==> src/hdl/uvmmn_pkg.sv <==
// Shared constants and controller/datapath interface types for the UV min-max normalizer.
package uvmmn_pkg;

  localparam int unsigned MAX_POINTS_DEF = 64;
  localparam int unsigned COORD_W        = 16;
  localparam int unsigned NORM_W         = 17;
  localparam int unsigned DIV_STEPS      = 17;
  localparam int unsigned STEP_W         = 5;

  typedef struct packed {
    logic accept;
    logic rd;
    logic div_init_u;
    logic div_init_v;
    logic div_step;
    logic hold_u;
    logic out_load;
    logic clear;
  } uvmmn_cmd_t;

  typedef struct packed {
    logic last;
  } uvmmn_sts_t;

endpackage

==> src/hdl/uv_min_max_normalizer.sv <==
// Top level of the UV min-max normalizer: controller and datapath.
//
// Input channel (in_valid_i/in_ready_o) carries one signed Q8.8 (u,v) pair per
// transaction plus final_point_i. Pairs load in one cycle each into a store of
// MAX_POINTS entries while the per-axis minimum and maximum are tracked; pairs
// arriving with the store full are discarded and flag the set as dropped.
// The transaction with final_point_i set starts output: every stored pair is
// emitted in arrival order on the output channel (out_valid_o/out_ready_i) as
// unsigned Q1.16 values (65536 = 1.0), run_end_o on the last, dropped_o on
// all results of a set that lost pairs. An axis with zero span gives 0.
// Each result is offered after the transaction that starts it (the final input
// or the previous result) passes a store read, a set-up step and 17 restoring
// steps per axis on one shared radix-2 divider, and a result load.
// The input channel is closed from the final transaction until the last
// result of the set is taken. A stalled receiver holds the result register
// and the sequence. Reset empties the set and returns to loading; the store
// needs no clearing.
module uv_min_max_normalizer import uvmmn_pkg::*; #(
  parameter int unsigned MAX_POINTS = MAX_POINTS_DEF
) (
  input  logic                      clk_i,
  input  logic                      rst_ni,
  input  logic                      in_valid_i,
  output logic                      in_ready_o,
  input  logic signed [COORD_W-1:0] u_coord_i,
  input  logic signed [COORD_W-1:0] v_coord_i,
  input  logic                      final_point_i,
  output logic                      out_valid_o,
  input  logic                      out_ready_i,
  output logic [NORM_W-1:0]         u_norm_o,
  output logic [NORM_W-1:0]         v_norm_o,
  output logic                      run_end_o,
  output logic                      dropped_o
);

  localparam int unsigned AW = (MAX_POINTS > 1) ? $clog2(MAX_POINTS) : 1;
  localparam int unsigned CW = $clog2(MAX_POINTS + 1);

  uvmmn_cmd_t    cmd;
  uvmmn_sts_t    sts;
  logic [AW-1:0] rd_idx;

  uvmmn_ctrl #(
    .MAX_POINTS (MAX_POINTS),
    .AW         (AW)
  ) u_ctrl (
    .clk_i         (clk_i),
    .rst_ni        (rst_ni),
    .in_valid_i    (in_valid_i),
    .in_ready_o    (in_ready_o),
    .final_point_i (final_point_i),
    .out_valid_o   (out_valid_o),
    .out_ready_i   (out_ready_i),
    .sts_i         (sts),
    .cmd_o         (cmd),
    .rd_idx_o      (rd_idx)
  );

  uvmmn_dp #(
    .MAX_POINTS (MAX_POINTS),
    .AW         (AW),
    .CW         (CW)
  ) u_dp (
    .clk_i     (clk_i),
    .rst_ni    (rst_ni),
    .cmd_i     (cmd),
    .rd_idx_i  (rd_idx),
    .u_coord_i (u_coord_i),
    .v_coord_i (v_coord_i),
    .sts_o     (sts),
    .u_norm_o  (u_norm_o),
    .v_norm_o  (v_norm_o),
    .run_end_o (run_end_o),
    .dropped_o (dropped_o)
  );

endmodule

==> src/hdl/uvmmn_dp.sv <==
// Datapath: point store, running extremes, shared radix-2 divider and result registers.
module uvmmn_dp import uvmmn_pkg::*; #(
  parameter int unsigned MAX_POINTS = MAX_POINTS_DEF,
  parameter int unsigned AW = (MAX_POINTS > 1) ? $clog2(MAX_POINTS) : 1,
  parameter int unsigned CW = $clog2(MAX_POINTS + 1)
) (
  input  logic                      clk_i,
  input  logic                      rst_ni,
  input  uvmmn_cmd_t                cmd_i,
  input  logic [AW-1:0]             rd_idx_i,
  input  logic signed [COORD_W-1:0] u_coord_i,
  input  logic signed [COORD_W-1:0] v_coord_i,
  output uvmmn_sts_t                sts_o,
  output logic [NORM_W-1:0]         u_norm_o,
  output logic [NORM_W-1:0]         v_norm_o,
  output logic                      run_end_o,
  output logic                      dropped_o
);

  localparam logic [CW-1:0] FULL_COUNT = CW'(MAX_POINTS);

  logic [2*COORD_W-1:0] mem_q [MAX_POINTS];
  logic [2*COORD_W-1:0] rd_q;

  logic [CW-1:0]             count_q, count_d;
  logic signed [COORD_W-1:0] min_u_q, min_u_d, max_u_q, max_u_d;
  logic signed [COORD_W-1:0] min_v_q, min_v_d, max_v_q, max_v_d;
  logic                      ovf_q, ovf_d;
  logic                      full, store;

  logic [COORD_W:0]   rem_q, rem_d;
  logic [COORD_W-1:0] span_q, span_d;
  logic [NORM_W-1:0]  quo_q, quo_d;
  logic               zero_q, zero_d;
  logic               ge;
  logic [COORD_W:0]   rem_sub;

  logic [NORM_W-1:0] u_hold_q;
  logic [NORM_W-1:0] u_norm_q, v_norm_q;
  logic              run_end_q, dropped_q;

  assign full  = (count_q == FULL_COUNT);
  assign store = cmd_i.accept && !full;

  assign sts_o.last = ((CW'(rd_idx_i) + CW'(1)) == count_q);

  always_ff @(posedge clk_i) begin
    if (store) begin
      mem_q[count_q[AW-1:0]] <= {u_coord_i, v_coord_i};
    end
    if (cmd_i.rd) begin
      rd_q <= mem_q[rd_idx_i];
    end
  end

  always_comb begin
    count_d = count_q;
    min_u_d = min_u_q;
    max_u_d = max_u_q;
    min_v_d = min_v_q;
    max_v_d = max_v_q;
    ovf_d   = ovf_q;
    if (cmd_i.clear) begin
      count_d = '0;
      min_u_d = '0;
      max_u_d = '0;
      min_v_d = '0;
      max_v_d = '0;
      ovf_d   = 1'b0;
    end else if (store) begin
      count_d = count_q + CW'(1);
      if (count_q == '0) begin
        min_u_d = u_coord_i;
        max_u_d = u_coord_i;
        min_v_d = v_coord_i;
        max_v_d = v_coord_i;
      end else begin
        if (u_coord_i < min_u_q) min_u_d = u_coord_i;
        if (u_coord_i > max_u_q) max_u_d = u_coord_i;
        if (v_coord_i < min_v_q) min_v_d = v_coord_i;
        if (v_coord_i > max_v_q) max_v_d = v_coord_i;
      end
    end else if (cmd_i.accept) begin
      ovf_d = 1'b1;
    end
  end

  always_ff @(posedge clk_i or negedge rst_ni) begin
    if (!rst_ni) begin
      count_q <= '0;
      min_u_q <= '0;
      max_u_q <= '0;
      min_v_q <= '0;
      max_v_q <= '0;
      ovf_q   <= 1'b0;
    end else begin
      count_q <= count_d;
      min_u_q <= min_u_d;
      max_u_q <= max_u_d;
      min_v_q <= min_v_d;
      max_v_q <= max_v_d;
      ovf_q   <= ovf_d;
    end
  end

  assign ge      = (rem_q >= {1'b0, span_q});
  assign rem_sub = ge ? (rem_q - {1'b0, span_q}) : rem_q;

  always_comb begin
    rem_d  = rem_q;
    span_d = span_q;
    quo_d  = quo_q;
    zero_d = zero_q;
    if (cmd_i.div_init_u) begin
      span_d = COORD_W'(max_u_q - min_u_q);
      zero_d = (max_u_q == min_u_q);
      rem_d  = {1'b0, COORD_W'(rd_q[2*COORD_W-1:COORD_W] - min_u_q)};
      quo_d  = '0;
    end else if (cmd_i.div_init_v) begin
      span_d = COORD_W'(max_v_q - min_v_q);
      zero_d = (max_v_q == min_v_q);
      rem_d  = {1'b0, COORD_W'(rd_q[COORD_W-1:0] - min_v_q)};
      quo_d  = '0;
    end else if (cmd_i.div_step) begin
      rem_d = {rem_sub[COORD_W-1:0], 1'b0};
      quo_d = {quo_q[NORM_W-2:0], ge};
    end
  end

  always_ff @(posedge clk_i) begin
    rem_q  <= rem_d;
    span_q <= span_d;
    quo_q  <= quo_d;
    zero_q <= zero_d;
    if (cmd_i.hold_u) begin
      u_hold_q <= zero_q ? '0 : quo_q;
    end
    if (cmd_i.out_load) begin
      u_norm_q  <= u_hold_q;
      v_norm_q  <= zero_q ? '0 : quo_q;
      run_end_q <= sts_o.last;
      dropped_q <= ovf_q;
    end
  end

  assign u_norm_o  = u_norm_q;
  assign v_norm_o  = v_norm_q;
  assign run_end_o = run_end_q;
  assign dropped_o = dropped_q;

endmodule

==> src/hdl/uvmmn_ctrl.sv <==
// Controller: load, per-point divide sequencing and output handshake.
module uvmmn_ctrl import uvmmn_pkg::*; #(
  parameter int unsigned MAX_POINTS = MAX_POINTS_DEF,
  parameter int unsigned AW = (MAX_POINTS > 1) ? $clog2(MAX_POINTS) : 1
) (
  input  logic          clk_i,
  input  logic          rst_ni,
  input  logic          in_valid_i,
  output logic          in_ready_o,
  input  logic          final_point_i,
  output logic          out_valid_o,
  input  logic          out_ready_i,
  input  uvmmn_sts_t    sts_i,
  output uvmmn_cmd_t    cmd_o,
  output logic [AW-1:0] rd_idx_o
);

  localparam logic [2:0] S_LOAD = 3'd0;
  localparam logic [2:0] S_RD   = 3'd1;
  localparam logic [2:0] S_INU  = 3'd2;
  localparam logic [2:0] S_DIVU = 3'd3;
  localparam logic [2:0] S_INV  = 3'd4;
  localparam logic [2:0] S_DIVV = 3'd5;
  localparam logic [2:0] S_FIN  = 3'd6;
  localparam logic [2:0] S_OUT  = 3'd7;

  localparam logic [STEP_W-1:0] LAST_STEP = STEP_W'(DIV_STEPS - 1);

  logic [2:0]        state_q, state_d;
  logic [AW-1:0]     idx_q, idx_d;
  logic [STEP_W-1:0] step_q, step_d;

  always_comb begin
    state_d    = state_q;
    idx_d      = idx_q;
    step_d     = step_q;
    cmd_o      = '0;
    in_ready_o = 1'b0;
    out_valid_o = 1'b0;
    unique case (state_q)
      S_LOAD: begin
        in_ready_o = 1'b1;
        if (in_valid_i) begin
          cmd_o.accept = 1'b1;
          if (final_point_i) begin
            idx_d   = '0;
            state_d = S_RD;
          end
        end
      end
      S_RD: begin
        cmd_o.rd = 1'b1;
        state_d  = S_INU;
      end
      S_INU: begin
        cmd_o.div_init_u = 1'b1;
        step_d  = '0;
        state_d = S_DIVU;
      end
      S_DIVU: begin
        cmd_o.div_step = 1'b1;
        step_d = step_q + STEP_W'(1);
        if (step_q == LAST_STEP) state_d = S_INV;
      end
      S_INV: begin
        cmd_o.hold_u     = 1'b1;
        cmd_o.div_init_v = 1'b1;
        step_d  = '0;
        state_d = S_DIVV;
      end
      S_DIVV: begin
        cmd_o.div_step = 1'b1;
        step_d = step_q + STEP_W'(1);
        if (step_q == LAST_STEP) state_d = S_FIN;
      end
      S_FIN: begin
        cmd_o.out_load = 1'b1;
        state_d = S_OUT;
      end
      S_OUT: begin
        out_valid_o = 1'b1;
        if (out_ready_i) begin
          if (sts_i.last) begin
            cmd_o.clear = 1'b1;
            state_d     = S_LOAD;
          end else begin
            idx_d   = idx_q + AW'(1);
            state_d = S_RD;
          end
        end
      end
      default: state_d = S_LOAD;
    endcase
  end

  always_ff @(posedge clk_i or negedge rst_ni) begin
    if (!rst_ni) begin
      state_q <= S_LOAD;
      idx_q   <= '0;
      step_q  <= '0;
    end else begin
      state_q <= state_d;
      idx_q   <= idx_d;
      step_q  <= step_d;
    end
  end

  assign rd_idx_o = idx_q;

endmodule
==> config.mk <==
export PLATFORM = sky130hd
export DESIGN_NAME = uv_min_max_normalizer
export DESIGN_NICKNAME = d
export VERILOG_FILES = /design/src/hdl/uvmmn_pkg.sv /design/src/hdl/uv_min_max_normalizer.sv /design/src/hdl/uvmmn_dp.sv /design/src/hdl/uvmmn_ctrl.sv
export SDC_FILE = /design/constraint.sdc
export NUM_CORES = 2
export LEC_CHECK = 0
export BUFFER_PORTS_ARGS = -buffer_cell sky130_fd_sc_hd__buf_2
export CAP_MARGIN = 20
export CORE_UTILIZATION = 37
export CTS_BUF_LIST = sky130_fd_sc_hd__clkbuf_16
export DETAILED_ROUTE_END_ITERATION = 10
export PLACE_DENSITY = 0.52
export SYNTH_ARGS = -nofsm -noshare
export SYNTH_HDL_FRONTEND = slang
export SYNTH_SLANG_ARGS = --single-unit
==> constraint.sdc <==
create_clock -name clk_i -period 4.25 [get_ports clk_i]
set_input_delay 0.425 -clock clk_i [delete_from_list [all_inputs] [get_ports clk_i]]
set_output_delay 0.425 -clock clk_i [all_outputs]
set_load 0.03 [all_outputs]
-- After elaboration in Yosys (flattened, before gate mapping)
Memory sizes are Yosys's and may differ from the RTL's. A register that Yosys moved wholly into a read port is not among the register bits.
Index checks and enable logic that the tools add are counted.
- reductions and logical operators: 24
- equality and inequality tests: 19
- $add $sub $neg: 9
- magnitude comparators: 5
- muxes and demuxes: 57
- operators with widths (operator ; count):
    $mux 16 ; 22
    $sub 16x16->16 ; 5
    $eq 16x16->1 ; 2
    $gt 16x16->1 ; 2
    $lt 16x16->1 ; 2
    $mux 6 ; 4
    $pmux 3 s8 ; 1
    $mux 1 ; 20
    $ge 17x16->1 ; 1
    $mux 17 ; 1
    $mux 3 ; 5
    $reduce_bool 3->1 ; 5
    $mux 7 ; 2
    $eq 3x3->1 const B ; 4
    $pmux 6 s2 ; 1
    $ne 2x2->1 const B ; 5
    $pmux 5 s2 ; 1
    $reduce_and 2->1 ; 5
    $reduce_and 5->1 ; 2
    $reduce_bool 2->1 ; 5
    $add 6x1->7 const B ; 1
    $add 7x1->7 const B ; 1
    $eq 7x7->1 ; 1
    $eq 7x7->1 const B ; 1
    other kinds (11) ; 15
- bits in writable memories: 2048
- bits in registers: 190
- output and inout port bits: 38
- memories: 1
- logic and storage cells: 134
- memory list (memory ; depth ; width ; read ports ; clocked after Yosys merged registers in ; write ports ; RTL line ; RTL):
    u_dp.mem_q ; 64 ; 32 ; 1 ; 1 ; 1 ; uvmmn_dp.sv:22 ; logic [2*COORD_W-1:0] mem_q [MAX_POINTS];

-- Logic depth before layout (Yosys ltp)
- depth in word-level cells: 7
- gate-level depth with buffers: 12

-- Cells and area by module
Synthesis repeated with hierarchy kept, for this count alone.
- cells, all modules: 5294
- area total of the unflattened synthesis: 93353.3 um2
- by module, submodules not included (module ; cells an instance ; area each (um2) ; times used ; sequential area each (um2)):
    uvmmn_dp ; 5195 ; 92443.7 ; 1 ; 67204.5
    uvmmn_ctrl ; 99 ; 909.6 ; 1 ; 350.3

-- Least setup slack after synthesis
Ideal clock, no wire load.
- path kind: register to register
- start point: register u_ctrl.state_q[0]
- end point: memory u_dp.mem_q[57][0] (netlist bit) (enable)
- cell stages (with the launch flop): 8
- arrival: 3.414 ns
- clock period less this slack: 3.835 ns
- library setup time: 0.421 ns
- required time: 3.829 ns
- slack: 0.415 ns
- path buffers: 2
- path through: dfrtp_1 nor3_2 and3_1 buf_2 and2_1 clkbuf_1 nand3_1 nor2_1
- cells in the longest elaborated chain, start to end: 5
- ends and longest elaborated chain (element ; RTL line ; RTL):
    start, declared ; uvmmn_ctrl.sv:29 ; logic [2:0] state_q, state_d;
    start signal, assigned ; uvmmn_ctrl.sv:102 ; state_q <= state_d;
    $logic_not 3->1 ; uvmmn_ctrl.sv:40 ; unique case (state_q)
    $mux 1 ; uvmmn_ctrl.sv:40 ;
    $logic_and 1x1->1 ; uvmmn_dp.sv:43 ; assign store = cmd_i.accept && !full;
    $mux 1 ; uvmmn_dp.sv:48 ; if (store) begin
    $mux 1 (implied by the code) ; uvmmn_dp.sv:49 ; mem_q[count_q[AW-1:0]] <= {u_coord_i, v_coord_i};
    end, declared ; uvmmn_dp.sv:22 ;
No other way between the ends.

==> results.md <==
- Status: completed
- Largest net degree at the start of global routing: 90
- Post-CTS Resized: 0
- Req. time, crit path: 4860 ps
- FMAX: ~0.27 GHz
- DRC Markers: 0
- RSZ-0062 raised after global routing: no
- Hold path depth: 1
- FP Rows: between 150 and 200
- CP max stage delay: 790 ps
- Top cells by area, synth: edfxtp_1 71%, mux4_2 16%, dfrtp_1 2.4%
- Final nets: ~4900
- Power density of the placed cells: slightly above 600 nW/µm²
- GP Congestion: about 0.86
- Slew @ Worst Pin: about 1100 ps
- Util after Layout: 0.431
- Async S/R FF share, synth: 0.0379
- CP Class: reg2reg
- DR pass1 iterations: 5
- Worst Path Buf+Inv: 3
- Final count of hold timing violations: 0
- Hold Crit Endpoint: u_dp.mem_q[0][17]
- Post-route ant nets: 0
- Core Box Area: ~250000 µm²
- Setup TNS: 0 ps
- Max cap viols: 0
- Period utilization: 0.865
- Top FF cell, synth: edfxtp_1
- First-pass GRT wire length: 364000 µm
- Detail Placement HPWL: 157000 µm
- Worst hold start: u_coord_i[1]
- Routed WL: about 260000 µm
- Leading area contributor after synthesis: edfxtp_1
- Slew margin rel.: 0.258
- Die area: 249000 µm²
- Most frequent cells in the layout: 2166 x edfxtp_1, 661 x mux4_2, 240 x clkbuf_16, 173 x inv_1, 162 x buf_4
- Worst setup SP type: flip-flop
- Crit end category: flip-flop
- Crit Reg-Reg Startpoint: u_ctrl.rd_idx_o[0]
- Pleak: around 0.034 µW
- Avg Synthesized Cell Area: 20.9 µm²
- Die width: 499 µm
- Pwr Total: 64500 µW
- Overflow after GRT: 0
- Die Y: between 400 and 500 µm
- Peak supply drop: 0.452 mV
- Clock Latency Late Sink: about 900 ps
- Syn. warnings: 0
- Layout cells sized above 1: 0.284
- Reg2Reg Depth: 7
- Gr usage total: 0.209
- Clock root buffer: clkbuf_16
- Hold/Removal Path Class: in2reg
- Final setup violation count: 0
- Initial Util: 0.372
- H-tree lvl count: 4
- Number of buffers added on ports: 74
- Slew Viols, Final: 0
- Initial antenna violation count: 32
- Mapped Area: 91500 µm²
- Worst Clk Skew: about 52 ps
- CTS Buf Count: 235
- Cell variety after synth: 66
- Reg2reg setup slack: around 570 ps
- Crit path max-delay family: multiplexers
- CTS clk-pin slew, worst paths: ~60 ps
- Via count: between 40000 and 50000
- P&R area growth vs syn: 15.9%
- Reg2reg end: u_dp.rd_q[5]
- Post-synth EDFFs: between 2000 and 2500
- Max Root-Sink Buffers: 3
- Crit-path cells: buf_12, buf_4, buf_4, mux4_2, mux4_2, mux2i_1, o21ai_0
- Most common cell after layout, fill and taps aside: edfxtp_1
- Fillers: between 20000 and 25000
- WP data arrival: around 4300 ps
- 1st-iter DRT viols: ~5100
- Post-Syn Instances: approximately 4400
- Fin crit period: roughly 3700 ps
- Post-synth net total: between 4000 and 5000
- Clock sinks: 2270
- Slowest CP cell: dfrtp_4
- Worst-path maximum fanout: 21
- CTS tree: built
- IO Count: between 70 and 80
- Share of the synthesized area in the top cell type: 0.711
- Vias in the first global route: approximately 47000
- Register area share after synthesis: 0.739
- Flops & latches, synth: 2270
- Via density: around 5.6
- DR WL/cell: 31.9 µm
cells by family after synthesis:
| logic type | synth area share |
|---|---|
| flops | 0.739 |
| mux | 0.170 |
| simple gates | 0.0245 |
| compound gates | 0.0243 |
| buf+inv | 0.0140 |
| fa+ha+maj | 0.0207 |
| xor+xnor | 0.00776 |
cell type report:
class,instances,area (µm²),area share
sequential,2270,67600,0.637
multi-input combinational,1783,23100,0.218
clock buffer,240,6010,0.0566
tap,3220,4030,0.0380
timing repair buffer,317,3020,0.0285
clock inverter,203,1840,0.0173
inverter,113,424,0.00400
antenna,2,5.00,0.0000472
synthesized netlist by cell type, types with 13 or more instances:
cell         n
edfxtp_1  2166
dfxtp_1     18
ha_1       143
nand2b_1    15
buf_2       67
mux2_2      27
dfrtp_1     86
mux2i_1     38
o21ai_0     75
xnor2_1     43
a21o_1      45
nand2_1    135
nor2_1     155
a31oi_1     15
clkbuf_1    94
inv_1      113
o31ai_1     41
nand4_1     27
buf_1       43
nor3_1      17
xor2_1      38
nor2b_1     34
mux4_2     661
a21oi_1     82
a211oi_1    13
nand3_1     51
worst register-to-register path, cell delays in order, from the launching register on:
cell     delay (ps)
dfrtp_4         790
buf_12          340
buf_4           330
buf_4           220
mux4_2          520
mux4_2          490
mux2i_1         550
o21ai_0         150
sequential cells by signal (all words and copies together), names as in the netlist, 17 cells and up:
signal,count
u_dp.v_norm_o,17
u_dp.mem_q,2048
u_dp.rd_q,32
u_dp.quo_q,17
u_dp.u_norm_o,17
u_dp.u_hold_q,17
u_dp.rem_q,17
report_power, final:
part / switching, µW / leakage, µW / internal [µW] / total, µW
clock network: 8750 / 0.00407 / 12000 / 20800
logic: 9570 / 0.00922 / 7910 / 17500
registers: 717 / 0.0207 / 25500 / 26200
total: 19000 / 0.0340 / 45400 / 64500
stage by stage:
step,hold slack (ps),setup WS [ps],area [µm²],instances
3_3_place_gp,401,309,98000,7682
5_1_grt,36.8,517,106000,8147
2_1_floorplan,129,415,91500,4371
3_5_place_dp,406,346,98000,7682
4_1_cts,0.780,342,106000,8145
6_report,57.1,574,106000,8148
repair_timing:
action | in CTS | in global routing
endpoints found under the hold margin | 118 | 0
hold buffers | 20 | 0
buffers inserted | 0 | 0
worst max path at each step:
stage	from	to	slack (ps)	cells after the start
after detailed placement	u_ctrl.rd_idx_o[0]	u_dp.rd_q[25]	350	5
final	u_ctrl.rd_idx_o[0]	u_dp.rd_q[5]	570	7
after global placement	u_ctrl.rd_idx_o[0]	u_dp.rd_q[25]	310	5
after global routing	u_ctrl.rd_idx_o[0]	u_dp.rd_q[5]	520	7
after floorplan	u_ctrl.state_q[0]	u_dp.mem_q[57][0]	420	7
after CTS	u_ctrl.rd_idx_o[0]	u_dp.rd_q[25]	340	5
metal layers:
metal,part of all wire,track usage
met5,0.000085,0
met4,0.017,0.0406
met3,0.066,0.0354
met2,0.48,0.334
met1,0.44,0.302
No activity file was read; power rests on OpenSTA's default activity.
